==> src/dhmp_pkg.sv <==
`default_nettype none
package dhmp_pkg;

    localparam logic [31:0] FILE_MAGIC  = 32'h2053_4444;
    localparam logic [31:0] HDR_END     = 32'd128;
    localparam logic [31:0] DATA_START  = 32'd148;
    localparam logic [31:0] FLAG_MIPCNT = 32'h0002_0000;
    localparam logic [31:0] PF_FOURCC   = 32'h0000_0004;
    localparam logic [31:0] FOURCC_DX10 = 32'h3031_5844;

    localparam logic [7:0] POS_MAGIC  = 8'd3;
    localparam logic [7:0] POS_FLAGS  = 8'd11;
    localparam logic [7:0] POS_HEIGHT = 8'd15;
    localparam logic [7:0] POS_WIDTH  = 8'd19;
    localparam logic [7:0] POS_MIPS   = 8'd31;
    localparam logic [7:0] POS_PFFLAG = 8'd83;
    localparam logic [7:0] POS_FOURCC = 8'd87;
    localparam logic [7:0] POS_HDREND = 8'd127;
    localparam logic [7:0] POS_FORMAT = 8'd131;
    localparam logic [7:0] POS_LAST   = 8'd147;

    typedef enum logic [2:0] {
        ERR_NONE,
        ERR_SHORT,
        ERR_MAGIC,
        ERR_NOT_DX10,
        ERR_DX10_CUT,
        ERR_FORMAT,
        ERR_MIP_CUT,
        ERR_TOO_MANY
    } err_t;

    typedef enum logic [2:0] {
        ST_IDLE,
        ST_HDR,
        ST_MUL,
        ST_SIZE,
        ST_CHK
    } state_t;

    // Size class of a DXGI format: block or pixel based, unit = 4 << sh bytes.
    typedef struct packed {
        logic       ok;
        logic       blk;
        logic [1:0] sh;
    } fmt_info_t;

    typedef struct packed {
        logic  take;
        logic  walk_init;
        logic  do_mul;
        logic  do_size;
        logic  advance;
        logic  load_desc;
        logic  load_err;
        logic  err_use_fmt;
        err_t  err_code;
    } cmd_t;

    typedef struct packed {
        logic short_len;
        logic magic_bad;
        logic dx10_bad;
        logic dx10_cut;
        logic at_walk;
        logic size_zero;
        logic cut;
        logic level_last;
        logic count_over;
        logic out_valid;
        logic out_busy;
    } sts_t;

    function automatic fmt_info_t fmt_decode(input logic [31:0] code);
        fmt_info_t r;
        r = '{ok: 1'b0, blk: 1'b0, sh: 2'd0};
        case (code)
            32'd71, 32'd72, 32'd80, 32'd81:
                r = '{ok: 1'b1, blk: 1'b1, sh: 2'd1};
            32'd74, 32'd75, 32'd77, 32'd78, 32'd83, 32'd84,
            32'd95, 32'd96, 32'd98, 32'd99:
                r = '{ok: 1'b1, blk: 1'b1, sh: 2'd2};
            32'd28, 32'd29:
                r = '{ok: 1'b1, blk: 1'b0, sh: 2'd0};
            32'd10:
                r = '{ok: 1'b1, blk: 1'b0, sh: 2'd1};
            32'd2:
                r = '{ok: 1'b1, blk: 1'b0, sh: 2'd2};
            default:
                r = '{ok: 1'b0, blk: 1'b0, sh: 2'd0};
        endcase
        return r;
    endfunction

endpackage
`default_nettype wire

==> src/dhmp_ctrl.sv <==
`default_nettype none
module dhmp_ctrl (
    input  wire logic           clk,
    input  wire logic           rst_n,
    input  wire logic           in_valid,
    input  wire logic           start_of_file,
    output logic                in_ready,
    input  wire dhmp_pkg::sts_t sts,
    output dhmp_pkg::cmd_t      cmd
);

    dhmp_pkg::state_t state_reg, state_next;
    logic             emit_pass_reg, emit_pass_next;
    logic             accept;

    assign in_ready = ((state_reg == dhmp_pkg::ST_IDLE) || (state_reg == dhmp_pkg::ST_HDR))
                      && !sts.out_valid;
    assign accept   = in_valid && in_ready;

    always_ff @(posedge clk or negedge rst_n)
    begin
        if (!rst_n)
        begin
            state_reg     <= dhmp_pkg::ST_IDLE;
            emit_pass_reg <= 1'b0;
        end
        else
        begin
            state_reg     <= state_next;
            emit_pass_reg <= emit_pass_next;
        end
    end

    // Next state.
    always_comb
    begin
        state_next     = state_reg;
        emit_pass_next = emit_pass_reg;
        case (state_reg)
            dhmp_pkg::ST_IDLE, dhmp_pkg::ST_HDR:
            begin
                if (accept && (start_of_file || state_reg == dhmp_pkg::ST_HDR))
                begin
                    if (start_of_file && sts.short_len)
                        state_next = dhmp_pkg::ST_IDLE;
                    else if (sts.magic_bad || sts.dx10_bad || sts.dx10_cut)
                        state_next = dhmp_pkg::ST_IDLE;
                    else if (sts.at_walk)
                    begin
                        state_next     = dhmp_pkg::ST_MUL;
                        emit_pass_next = 1'b0;
                    end
                    else
                        state_next = dhmp_pkg::ST_HDR;
                end
            end
            dhmp_pkg::ST_MUL:  state_next = dhmp_pkg::ST_SIZE;
            dhmp_pkg::ST_SIZE: state_next = dhmp_pkg::ST_CHK;
            dhmp_pkg::ST_CHK:
            begin
                if (!emit_pass_reg)
                begin
                    if (sts.size_zero || sts.cut)
                        state_next = dhmp_pkg::ST_IDLE;
                    else if (sts.level_last && sts.count_over)
                        state_next = dhmp_pkg::ST_IDLE;
                    else
                    begin
                        state_next = dhmp_pkg::ST_MUL;
                        if (sts.level_last)
                            emit_pass_next = 1'b1;
                    end
                end
                else if (!sts.out_busy)
                    state_next = sts.level_last ? dhmp_pkg::ST_IDLE : dhmp_pkg::ST_MUL;
            end
            default: state_next = dhmp_pkg::ST_IDLE;
        endcase
    end

    // Commands to the datapath.
    always_comb
    begin
        cmd = '{take: 1'b0, walk_init: 1'b0, do_mul: 1'b0, do_size: 1'b0, advance: 1'b0,
                load_desc: 1'b0, load_err: 1'b0, err_use_fmt: 1'b0,
                err_code: dhmp_pkg::ERR_NONE};
        case (state_reg)
            dhmp_pkg::ST_IDLE, dhmp_pkg::ST_HDR:
            begin
                if (accept && (start_of_file || state_reg == dhmp_pkg::ST_HDR))
                begin
                    if (start_of_file && sts.short_len)
                    begin
                        cmd.load_err = 1'b1;
                        cmd.err_code = dhmp_pkg::ERR_SHORT;
                    end
                    else
                    begin
                        cmd.take = 1'b1;
                        if (sts.magic_bad)
                        begin
                            cmd.load_err = 1'b1;
                            cmd.err_code = dhmp_pkg::ERR_MAGIC;
                        end
                        else if (sts.dx10_bad)
                        begin
                            cmd.load_err = 1'b1;
                            cmd.err_code = dhmp_pkg::ERR_NOT_DX10;
                        end
                        else if (sts.dx10_cut)
                        begin
                            cmd.load_err = 1'b1;
                            cmd.err_code = dhmp_pkg::ERR_DX10_CUT;
                        end
                        else if (sts.at_walk)
                            cmd.walk_init = 1'b1;
                    end
                end
            end
            dhmp_pkg::ST_MUL:  cmd.do_mul = 1'b1;
            dhmp_pkg::ST_SIZE: cmd.do_size = 1'b1;
            dhmp_pkg::ST_CHK:
            begin
                if (!emit_pass_reg)
                begin
                    cmd.err_use_fmt = 1'b1;
                    if (sts.size_zero)
                    begin
                        cmd.load_err = 1'b1;
                        cmd.err_code = dhmp_pkg::ERR_FORMAT;
                    end
                    else if (sts.cut)
                    begin
                        cmd.load_err = 1'b1;
                        cmd.err_code = dhmp_pkg::ERR_MIP_CUT;
                    end
                    else if (sts.level_last)
                    begin
                        if (sts.count_over)
                        begin
                            cmd.load_err = 1'b1;
                            cmd.err_code = dhmp_pkg::ERR_TOO_MANY;
                        end
                        else
                            cmd.walk_init = 1'b1;
                    end
                    else
                        cmd.advance = 1'b1;
                end
                else if (!sts.out_busy)
                begin
                    cmd.load_desc = 1'b1;
                    cmd.advance   = !sts.level_last;
                end
            end
            default: ;
        endcase
    end

endmodule
`default_nettype wire

==> src/dhmp_dp.sv <==
`default_nettype none
module dhmp_dp #(
    parameter int MAX_MIPS = 16
) (
    input  wire logic           clk,
    input  wire logic           rst_n,
    input  wire logic [7:0]     data_byte,
    input  wire logic           start_of_file,
    input  wire logic [31:0]    total_length,
    input  wire dhmp_pkg::cmd_t cmd,
    output dhmp_pkg::sts_t      sts,
    input  wire logic           out_ready,
    output logic                out_valid,
    output logic                kind,
    output logic [2:0]          error_code,
    output logic [3:0]          mip_index,
    output logic [31:0]         data_offset,
    output logic [31:0]         data_size,
    output logic [31:0]         mip_width,
    output logic [31:0]         mip_height,
    output logic [31:0]         pixel_format,
    output logic [4:0]          level_count,
    output logic                last
);

    localparam int LW = $clog2(MAX_MIPS + 1);

    // Header capture.
    logic [7:0]  pos_reg;
    logic [31:0] ws_reg, flen_reg, hflags_reg, bw_reg, bh_reg, mips_reg;
    logic [31:0] pfflags_reg, fourcc_reg, fmt_reg;
    logic [7:0]  pos_eff;
    logic [31:0] ws_new;

    // Walk.
    logic [31:0]   w_reg, h_reg, count_reg;
    logic [32:0]   off_reg;
    logic [LW-1:0] lvl_reg, n_reg;
    logic [63:0]   prod_reg;
    logic [36:0]   size_reg, size_next;
    logic [31:0]   mul_a, mul_b, count_new;
    logic [37:0]   end_sum;
    logic [2:0]    shamt;
    logic [31:0]   lvl_ext;
    dhmp_pkg::fmt_info_t fi;

    // Result register.
    logic                out_valid_reg;
    logic                kind_reg, last_reg;
    dhmp_pkg::err_t      err_reg;
    logic [3:0]          idx_reg;
    logic [31:0]         off_o_reg, size_o_reg, w_o_reg, h_o_reg, fmt_o_reg;
    logic [4:0]          cnt_o_reg;

    assign pos_eff = start_of_file ? 8'd0 : pos_reg;
    assign ws_new  = start_of_file ? {data_byte, 24'd0} : {data_byte, ws_reg[31:8]};
    assign fi      = dhmp_pkg::fmt_decode(fmt_reg);
    assign shamt   = {1'b0, fi.sh} + 3'd2;

    assign count_new = ((hflags_reg & dhmp_pkg::FLAG_MIPCNT) != 32'd0 && mips_reg != 32'd0)
                       ? mips_reg : 32'd1;

    assign mul_a = fi.blk ? ({2'b00, w_reg[31:2]} + {31'd0, |w_reg[1:0]}) : w_reg;
    assign mul_b = fi.blk ? ({2'b00, h_reg[31:2]} + {31'd0, |h_reg[1:0]}) : h_reg;

    always_comb
    begin
        if (!fi.ok)
            size_next = 37'd0;
        else if (prod_reg[63:32] != 32'd0)
            size_next = 37'h1_0000_0000;
        else
            size_next = {5'd0, prod_reg[31:0]} << shamt;
    end

    assign end_sum = {5'd0, off_reg} + {1'b0, size_reg};
    assign lvl_ext = 32'(lvl_reg);

    always_comb
    begin
        sts.short_len  = total_length < dhmp_pkg::HDR_END;
        sts.magic_bad  = (pos_eff == dhmp_pkg::POS_MAGIC) && (ws_new != dhmp_pkg::FILE_MAGIC);
        sts.dx10_bad   = (pos_eff == dhmp_pkg::POS_HDREND)
                         && !(((pfflags_reg & dhmp_pkg::PF_FOURCC) != 32'd0)
                              && (fourcc_reg == dhmp_pkg::FOURCC_DX10));
        sts.dx10_cut   = (pos_eff == dhmp_pkg::POS_HDREND) && (flen_reg < dhmp_pkg::DATA_START);
        sts.at_walk    = pos_eff == dhmp_pkg::POS_LAST;
        sts.size_zero  = size_reg == 37'd0;
        sts.cut        = end_sum > {6'd0, flen_reg};
        sts.level_last = (lvl_reg + LW'(1)) == n_reg;
        sts.count_over = count_reg > 32'(MAX_MIPS);
        sts.out_valid  = out_valid_reg;
        sts.out_busy   = out_valid_reg && !out_ready;
    end

    always_ff @(posedge clk or negedge rst_n)
    begin
        if (!rst_n)
        begin
            pos_reg  <= 8'd0;
            ws_reg   <= 32'd0;
            flen_reg <= 32'd0;
        end
        else if (cmd.take)
        begin
            pos_reg <= pos_eff + 8'd1;
            ws_reg  <= ws_new;
            if (start_of_file)
                flen_reg <= total_length;
        end
    end

    always_ff @(posedge clk)
    begin
        if (cmd.take)
        begin
            case (pos_eff)
                dhmp_pkg::POS_FLAGS:  hflags_reg  <= ws_new;
                dhmp_pkg::POS_HEIGHT: bh_reg      <= ws_new;
                dhmp_pkg::POS_WIDTH:  bw_reg      <= ws_new;
                dhmp_pkg::POS_MIPS:   mips_reg    <= ws_new;
                dhmp_pkg::POS_PFFLAG: pfflags_reg <= ws_new;
                dhmp_pkg::POS_FOURCC: fourcc_reg  <= ws_new;
                dhmp_pkg::POS_FORMAT: fmt_reg     <= ws_new;
                default: ;
            endcase
        end
    end

    always_ff @(posedge clk)
    begin
        if (cmd.walk_init)
        begin
            w_reg     <= bw_reg;
            h_reg     <= bh_reg;
            off_reg   <= {1'b0, dhmp_pkg::DATA_START};
            lvl_reg   <= '0;
            count_reg <= count_new;
            n_reg     <= (count_new > 32'(MAX_MIPS)) ? LW'(MAX_MIPS) : count_new[LW-1:0];
        end
        else if (cmd.advance)
        begin
            w_reg   <= (w_reg > 32'd1) ? (w_reg >> 1) : 32'd1;
            h_reg   <= (h_reg > 32'd1) ? (h_reg >> 1) : 32'd1;
            off_reg <= end_sum[32:0];
            lvl_reg <= lvl_reg + LW'(1);
        end
        if (cmd.do_mul)
            prod_reg <= {32'd0, mul_a} * {32'd0, mul_b};
        if (cmd.do_size)
            size_reg <= size_next;
    end

    always_ff @(posedge clk or negedge rst_n)
    begin
        if (!rst_n)
            out_valid_reg <= 1'b0;
        else if (cmd.load_desc || cmd.load_err)
            out_valid_reg <= 1'b1;
        else if (out_ready)
            out_valid_reg <= 1'b0;
    end

    always_ff @(posedge clk)
    begin
        if (cmd.load_err)
        begin
            kind_reg   <= 1'b1;
            err_reg    <= cmd.err_code;
            idx_reg    <= 4'd0;
            off_o_reg  <= 32'd0;
            size_o_reg <= 32'd0;
            w_o_reg    <= 32'd0;
            h_o_reg    <= 32'd0;
            fmt_o_reg  <= cmd.err_use_fmt ? fmt_reg : 32'd0;
            cnt_o_reg  <= 5'd0;
            last_reg   <= 1'b1;
        end
        else if (cmd.load_desc)
        begin
            kind_reg   <= 1'b0;
            err_reg    <= dhmp_pkg::ERR_NONE;
            idx_reg    <= lvl_ext[3:0];
            off_o_reg  <= off_reg[31:0];
            size_o_reg <= size_reg[31:0];
            w_o_reg    <= w_reg;
            h_o_reg    <= h_reg;
            fmt_o_reg  <= fmt_reg;
            cnt_o_reg  <= count_reg[4:0];
            last_reg   <= sts.level_last;
        end
    end

    assign out_valid    = out_valid_reg;
    assign kind         = kind_reg;
    assign error_code   = err_reg;
    assign mip_index    = idx_reg;
    assign data_offset  = off_o_reg;
    assign data_size    = size_o_reg;
    assign mip_width    = w_o_reg;
    assign mip_height   = h_o_reg;
    assign pixel_format = fmt_o_reg;
    assign level_count  = cnt_o_reg;
    assign last         = last_reg;

endmodule
`default_nettype wire

==> src/dds_header_mip_chain_parser.sv <==
// Header bytes are taken one per cycle while no result is pending; a byte that fails a
// header check yields its error report in the register on the next cycle, and the next
// byte waits until it is taken. After the last DX10 header byte (file byte 147) the mip
// walk steps each level through the shared multiplier and size/compare stages: one
// checking pass over all levels, then, if no level fails, one emitting pass.
// Asynchronous active-low reset leaves the parser idle; bytes are ignored until a start.
`default_nettype none
module dds_header_mip_chain_parser #(
    parameter int MAX_MIPS = 16
) (
    input  wire logic        clk,
    input  wire logic        rst_n,
    input  wire logic        in_valid,
    output logic             in_ready,
    input  wire logic [7:0]  data_byte,
    input  wire logic        start_of_file,
    input  wire logic [31:0] total_length,
    output logic             out_valid,
    input  wire logic        out_ready,
    output logic             kind,
    output logic [2:0]       error_code,
    output logic [3:0]       mip_index,
    output logic [31:0]      data_offset,
    output logic [31:0]      data_size,
    output logic [31:0]      mip_width,
    output logic [31:0]      mip_height,
    output logic [31:0]      pixel_format,
    output logic [4:0]       level_count,
    output logic             last
);

    // The controller sequences header capture and the two-pass mip walk. The first pass
    // only checks every level, because any error must replace all descriptors; the second
    // pass recomputes each level and hands it to the result register as a transaction.
    dhmp_pkg::cmd_t cmd;
    dhmp_pkg::sts_t sts;

    dhmp_ctrl u_ctrl (
        .clk           (clk),
        .rst_n         (rst_n),
        .in_valid      (in_valid),
        .start_of_file (start_of_file),
        .in_ready      (in_ready),
        .sts           (sts),
        .cmd           (cmd)
    );

    // The datapath holds the header words, the walk registers (dimensions, offset,
    // level), the product and size registers, and the result register.
    dhmp_dp #(
        .MAX_MIPS (MAX_MIPS)
    ) u_dp (
        .clk           (clk),
        .rst_n         (rst_n),
        .data_byte     (data_byte),
        .start_of_file (start_of_file),
        .total_length  (total_length),
        .cmd           (cmd),
        .sts           (sts),
        .out_ready     (out_ready),
        .out_valid     (out_valid),
        .kind          (kind),
        .error_code    (error_code),
        .mip_index     (mip_index),
        .data_offset   (data_offset),
        .data_size     (data_size),
        .mip_width     (mip_width),
        .mip_height    (mip_height),
        .pixel_format  (pixel_format),
        .level_count   (level_count),
        .last          (last)
    );

    // Input is never taken while a result transaction is pending.
    a_ready_excl: assert property (@(posedge clk) disable iff (!rst_n)
        in_ready |-> !out_valid)
        else $error("input ready while a result is pending");

    // Every error report closes the file.
    a_err_last: assert property (@(posedge clk) disable iff (!rst_n)
        (out_valid && kind) |-> last)
        else $error("error report without last");

    // A descriptor always covers some data and lies past the DX10 header.
    a_desc_size: assert property (@(posedge clk) disable iff (!rst_n)
        (out_valid && !kind) |-> (data_size != 32'd0 && data_offset >= 32'd148))
        else $error("bad descriptor size or offset");

endmodule
`default_nettype wire

==> config.mk <==
export PLATFORM = sky130hd
export DESIGN_NAME = dds_header_mip_chain_parser
export DESIGN_NICKNAME = d
export VERILOG_FILES = /design/src/dhmp_pkg.sv /design/src/dhmp_ctrl.sv /design/src/dhmp_dp.sv /design/src/dds_header_mip_chain_parser.sv
export SDC_FILE = /design/constraint.sdc
export NUM_CORES = 2
export LEC_CHECK = 0
export BUFFER_PORTS_ARGS = -buffer_cell sky130_fd_sc_hd__clkbuf_2
export CAP_MARGIN = 20
export CORE_MARGIN = 1.5
export CORE_UTILIZATION = 25
export CTS_CLUSTER_DIAMETER = 60
export DETAILED_ROUTE_END_ITERATION = 8
export PLACE_DENSITY = 0.38
export SYNTH_ARGS = -nofsm -noshare
export SYNTH_HDL_FRONTEND = slang
export SYNTH_SLANG_ARGS = --single-unit
==> constraint.sdc <==
create_clock -name clk -period 11.8 [get_ports clk]
set_clock_uncertainty 0.2 [all_clocks]
set_input_delay 1.18 -clock clk [delete_from_list [all_inputs] [get_ports clk]]
set_output_delay 1.18 -clock clk [all_outputs]
set_load 0.01 [all_outputs]
== Yosys cells after proc, flatten, opt, wreduce, memory -nomap -nowiden ==
Index checks and enable logic that the tools add are counted.

* Bitwise gates (word level): 1
* Add/subtract/negate cells: 6
* $mul: 1
* $lt $le $gt $ge: 7
* Shift operators: 1
* Eq/ne operators: 40
* Muxes and demuxes: 83
* Reductions and logical operators: 46

{| class="wikitable"
|+ Operator list
! cell !! number
|-
| == test 32 x 7 -> 1 bit (second input constant) || 14
|-
| two-way mux 32 bit || 10
|-
| == test 32 x 5 -> 1 bit (second input constant) || 2
|-
| > comparator 32 x 1 -> 1 bit (second input constant) || 2
|-
| > comparator 32 x 5 -> 1 bit (second input constant) || 2
|-
| less-than comparator 32 x 8 -> 1 bit (second input constant) || 2
|-
| multiplier 32 x 32 -> 64 bit || 1
|-
| nonzero test 32 bit || 2
|-
| adder 30 x 1 -> 31 bit || 2
|-
| two-way mux 31 bit || 2
|-
| two-way mux 3 bit || 17
|-
| adder 33 x 37 -> 38 bit || 1
|-
| > comparator 38 x 32 -> 1 bit || 1
|-
| logical NOT 37 bit || 1
|-
| two-way mux 1 bit || 37
|-
| << shifter 32 x 3 -> 37 bit || 1
|-
| two-way mux 33 bit || 1
|-
| == test 32 x 2 -> 1 bit (second input constant) || 1
|-
| == test 32 x 30 -> 1 bit (second input constant) || 1
|-
| == test 32 x 4 -> 1 bit (second input constant) || 1
|-
| != test 32 x 30 -> 1 bit (second input constant) || 1
|-
| == test 8 x 7 -> 1 bit (second input constant) || 3
|-
| two-way mux 24 bit || 1
|-
| case mux 4 bit (5 select lines) || 1
|-
| other kinds (31) || 78
|}

* Input port bits: 45
* Register bits after elaboration: 672
* Logic and storage cells: 217

== Longest topological paths before layout ==
* Word-level depth: 11
* Mapped depth: 43
* Depth with buffers taken out: 39

== Cells and area by module ==
Synthesis repeated with hierarchy kept, for this count alone.

* Cells, all modules: 6,170
* Area, all modules: 61,555.3 µm²

{| class="wikitable"
|+ By module, submodules not included
! module !! cells an instance !! instances !! area an instance (µm²) !! sequential area each (µm²)
|-
| dhmp_dp || 6,113 || 1 || 61,107.4 || 17,151.4
|-
| dhmp_ctrl || 57 || 1 || 447.9 || 100.1
|}

== Worst setup path before layout ==
OpenSTA, ideal clock, no wires.

* Path kind: reg2reg
* Start: register u_dp.w_reg[1]
* End: register u_dp.prod_reg[63] (data pin)
* Path buffers: 2
* Slack: 1,571 ps
* Data arrival time: 9,775 ps
* Stages on the path, launching flop included: 38
* Period minus slack after synthesis: 10,229 ps
* Library setup time: 254 ps
* Path through: edfxtp_1 -> or2_2 -> ha_1 -> ha_1 -> and2_1 -> nand4_1 -> nor2_1 -> and2_1 -> and3_1 -> xor2_1 -> mux2i_1 -> clkbuf_1 -> nor2_1 -> fa_1 -> inv_1 -> fa_1 -> fa_1 -> fa_1 -> (+2 left out) -> fa_1 -> fa_1 -> inv_1 -> fa_1 -> inv_1 -> ha_1 -> buf_2 -> nand2_1 -> or3_1 -> or4_1 -> o32ai_1 -> nor2_1 -> o41a_1 -> o211ai_1 -> a21o_1 -> a221oi_2 -> o21a_1 -> a21o_1

* Cells in the longest elaborated chain, start to end: 4

{| class="wikitable"
|+ Ends and longest elaborated chain
! item !! line !! text
|-
| start, declared || dhmp_dp.sv:36 || <nowiki>logic [31:0] w_reg, h_reg, count_reg;</nowiki>
|-
| start signal, assigned || dhmp_dp.sv:134 || <nowiki>w_reg <= bw_reg;</nowiki>
|-
| start signal, assigned || dhmp_dp.sv:143 || <nowiki>w_reg <= (w_reg > 32'd1) ? (w_reg >> 1) : 32'd1;</nowiki>
|-
| OR reduction 2 bit || dhmp_dp.sv:63 || <nowiki>assign mul_a = fi.blk ? ({2'b00, w_reg[31:2]} + {31'd0, |w_reg[1:0]}) : w_reg;</nowiki>
|-
| adder 30 x 1 -> 31 bit || dhmp_dp.sv:63 ||
|-
| two-way mux 32 bit (*) || dhmp_dp.sv:63 ||
|-
| multiplier 32 x 32 -> 64 bit (*) || dhmp_dp.sv:149 || <nowiki>prod_reg <= {32'd0, mul_a} * {32'd0, mul_b};</nowiki>
|-
| end signal, assigned || dhmp_dp.sv:149 ||
|-
| end, declared || dhmp_dp.sv:39 || <nowiki>logic [63:0] prod_reg;</nowiki>
|}

Mark *: on every way between the ends. The rest lies on a longest branch, timed or not.
A chain may end at the register's enable or synchronous reset.

== Worst setup path in the final report ==
* Start: register u_dp.h_reg[0]
* End: register u_dp.prod_reg[56] (data pin)

* Cells in the longest elaborated chain, start to end: 4

{| class="wikitable"
|+ Ends and longest elaborated chain
! item !! line !! text
|-
| start, declared || dhmp_dp.sv:36 ||
|-
| start signal, assigned || dhmp_dp.sv:135 || <nowiki>h_reg <= bh_reg;</nowiki>
|-
| start signal, assigned || dhmp_dp.sv:144 || <nowiki>h_reg <= (h_reg > 32'd1) ? (h_reg >> 1) : 32'd1;</nowiki>
|-
| OR reduction 2 bit || dhmp_dp.sv:64 || <nowiki>assign mul_b = fi.blk ? ({2'b00, h_reg[31:2]} + {31'd0, |h_reg[1:0]}) : h_reg;</nowiki>
|-
| adder 30 x 1 -> 31 bit || dhmp_dp.sv:64 ||
|-
| two-way mux 32 bit (*) || dhmp_dp.sv:64 ||
|-
| multiplier 32 x 32 -> 64 bit (*) || dhmp_dp.sv:149 ||
|}

Marked as above.

==> results.ini <==
[drt]
viasPerCell=4.68
wl_per_cell_microns=24.3
drc_errors=0
postRouteAntennaNets=0
wl_microns=239000
drtIter0Drc=3284
vias=46100
drt_pass1_iterations=7

[layout]
area_delta_synth_final_pct=15.2
layoutNonFillerInstCount=9846
drive_above_1_share_pct=13.0
fillers=26000
nNetsFinal=7835
largest_reg_flops=64
mostFrequentLayoutCells=inv_1, fa_1, nor2_1
layout_commonest_cell=inv_1

[global_route]
met2_usage_pct=32.2
grt_usage_pct=19.2
grt_util_met1_pct=25.6
grt_pass1_vias=48800
grtUsageMet3_pct=2.31
overflow=0
grt_busiest_layer=met2
grt_max_degree=80
antenna_found_initial=15
grt_pass1_wl_microns=349000

[sta]
slew_headroom_pct=19.0
finalSetupViolations=0
max_freq_ghz=0.0895
rsz0062_at_grt=false
fin_crit_sh_pct=94.6
min_period_ns=11.17
finalMaxSlewViolations=0
finalSetupTns_ns=0
fin_ws_ns=0.632
finalHoldViolCount=0
tightestPinTransition_ns=1.21

[yosys]
seq_area_frac_synth_pct=28.0
synth-edff-count=399
synth_cells=6271
synth-main-ff-cell=edfxtp_1
netlist_top_cells_area=fa_1, edfxtp_1, ha_1, inv_1, dfxtp_1
ys.warnings.count=0
async_reset_ff_share_pct=10.7
syn_area_sq_mm=0.0616
ys_seq_elements=645
avgSynthCellArea_sq_um=9.83
synth_cell_types=99
yosysTopAreaCellShare_pct=29.1
netlist.top_cell.by_area=fa_1

[cts]
cts_root_buf=clkbuf_16
cts_max_level=3
worstSkewPairLatency_ns=0.73
clock_sinks=645
cts_tree=built
clk_path_buf_depth=3
cts_buffers=80
holdBufCountCts=0
path_clk_slew_ns=0.06

[floorplan]
fp.dieW_microns=500
dieHeight_microns=500
coreArea_sq_mm=0.245
initial_core_util_pct=25.1
ioPinCount=221
core.rowCount=182
die_area_sq_mm=0.250

[setup_path]
cpPeakStageDelay_ns=0.65
r2r_start=u_dp.h_reg[0]$_DFFE_PP_
cpLargestDelayFamily=adder cells
crit_top_cell=fa_1
worst-path-max-fanout=4
r2r_cells=40
path_buf_inv=9
end_kind=register
cp-start-kind=register
critical_path_class=register to register
required_ns=12.06
rr_endpoint=u_dp.prod_reg[56]$_DFFE_PP_
cp.arrival_ns=11.43
reg2reg_setup_slack_ns=0.63
slowest_stage=fa_1

[power]
cellPowerDensity_mw_per_mm2=74.9
ir_worst_vdd_mv=0.0959
p_leak_nw=33.5

[place]
gp_congestion=0.909
dp_worst_setup_slack_ns=0.347
io_buffers=220
dp.cells=9685
hpwl_microns=192000

[hold_path]
hp-class=primary input to async pin

[outcome]
status=completed

[flow_run]
maxCapViolCount=0

cell families after synthesis:
family / Yosys count / synth area share [%]
mux: 314 / 5.31
buf+inv: 1321 / 8.31
compound gates: 592 / 6.26
fa+ha+maj: 1231 / 35.9
xor+xnor: 111 / 1.59
simple gates: 2056 / 14.6
flops: 645 / 28.0
other cells: 1 / 0.00608
Yosys cell counts, types with 7 or more instances:
| library cell | number |
|---|---|
| o22ai_1 | 38 |
| dfxtp_1 | 177 |
| buf_1 | 23 |
| inv_1 | 990 |
| or3_1 | 12 |
| a21boi_0 | 9 |
| o211ai_1 | 19 |
| a22oi_1 | 7 |
| mux2i_1 | 212 |
| xnor2_1 | 80 |
| o31ai_1 | 8 |
| clkbuf_1 | 256 |
| nor3_1 | 54 |
| mux2_2 | 100 |
| o211a_1 | 7 |
| o21ai_0 | 97 |
| a31oi_1 | 21 |
| nor2b_1 | 78 |
| nand3_1 | 65 |
| o21ai_1 | 9 |
| or2_2 | 16 |
| and2_1 | 65 |
| buf_6 | 14 |
| nand4_1 | 52 |
| and3_1 | 55 |
| nor2_1 | 862 |
| fa_1 | 897 |
| nor4_1 | 70 |
| xor2_1 | 30 |
| nor4b_1 | 11 |
| a21o_1 | 91 |
| ha_1 | 334 |
| dfrtp_1 | 69 |
| buf_2 | 30 |
| a21oi_1 | 173 |
| nand2_1 | 652 |
| o21a_1 | 30 |
| o21bai_1 | 13 |
| edfxtp_1 | 399 |
| a211oi_1 | 8 |
| nand2b_1 | 34 |
| a31o_2 | 7 |
layer usage:
metal  up-vias  part of all wire [%]  wire, microns
met3       279                   4.5          10700
met1     23800                    45         107000
met2      1299                    47         113000
met5         -                0.0054             13
li1      20600                     -              -
met4         2                   3.7           8750
worst max-delay path by stage:
| stage | slack (ns) | start | depth (start not counted) | end |
|---|---|---|---|---|
| 2_1_floorplan | 1.57 | u_dp.w_reg[1]$_DFFE_PP_ | 37 | u_dp.prod_reg[63]$_DFFE_PP_ |
| 3_3_place_gp | -0.002 | u_dp.w_reg[0]$_DFFE_PP_ | 38 | u_dp.prod_reg[62]$_DFFE_PP_ |
| 3_5_place_dp | 0.35 | u_dp.w_reg[0]$_DFFE_PP_ | 41 | u_dp.prod_reg[56]$_DFFE_PP_ |
| 4_1_cts | 0.31 | u_dp.w_reg[0]$_DFFE_PP_ | 41 | u_dp.prod_reg[56]$_DFFE_PP_ |
| 5_1_grt | 0.03 | u_dp.fmt_reg[3]$_DFFE_PP_ | 40 | u_dp.prod_reg[56]$_DFFE_PP_ |
| 6_report | 0.63 | u_dp.h_reg[0]$_DFFE_PP_ | 40 | u_dp.prod_reg[56]$_DFFE_PP_ |
cell type report:
class / instances / area, sq um / area share [%]
Inverter: 991 / 3720 / 5.24
Sequential cell: 645 / 17300 / 24.3
Clock buffer: 106 / 2330 / 3.28
Timing Repair Buffer: 533 / 3720 / 5.24
Clock inverter: 40 / 475 / 0.669
Tap cell: 3220 / 4030 / 5.67
Multi-Input combinational cell: 4308 / 39500 / 55.6
Antenna cell: 3 / 7.51 / 0.0106
what timing repair did:
action                                  CTS  global route
endpoints found under the setup margin    0            12
resized for setup                         0            10
buffers inserted                          0             5
stage by stage:
stage	power, mW	hold slack [ns]	utilization, %	cell area [sq um]
global placement	2.77	0.236	27.7	68100
floorplan	2.65	0.238	-	61700
CTS	5.41	0.0322	28.9	70900
global route	5.52	0.0535	28.9	71000
finish	5.32	0.0968	28.9	71000
detailed placement	2.77	0.249	27.7	68100
report_power, final:
part | internal [mW] | switching, mW | total, mW
Combinational | 0.0880 | 0.147 | 0.235
Clock | 1.50 | 1.09 | 2.60
Sequential | 2.44 | 0.0481 | 2.49
No activity file was read; power rests on OpenSTA's default activity.
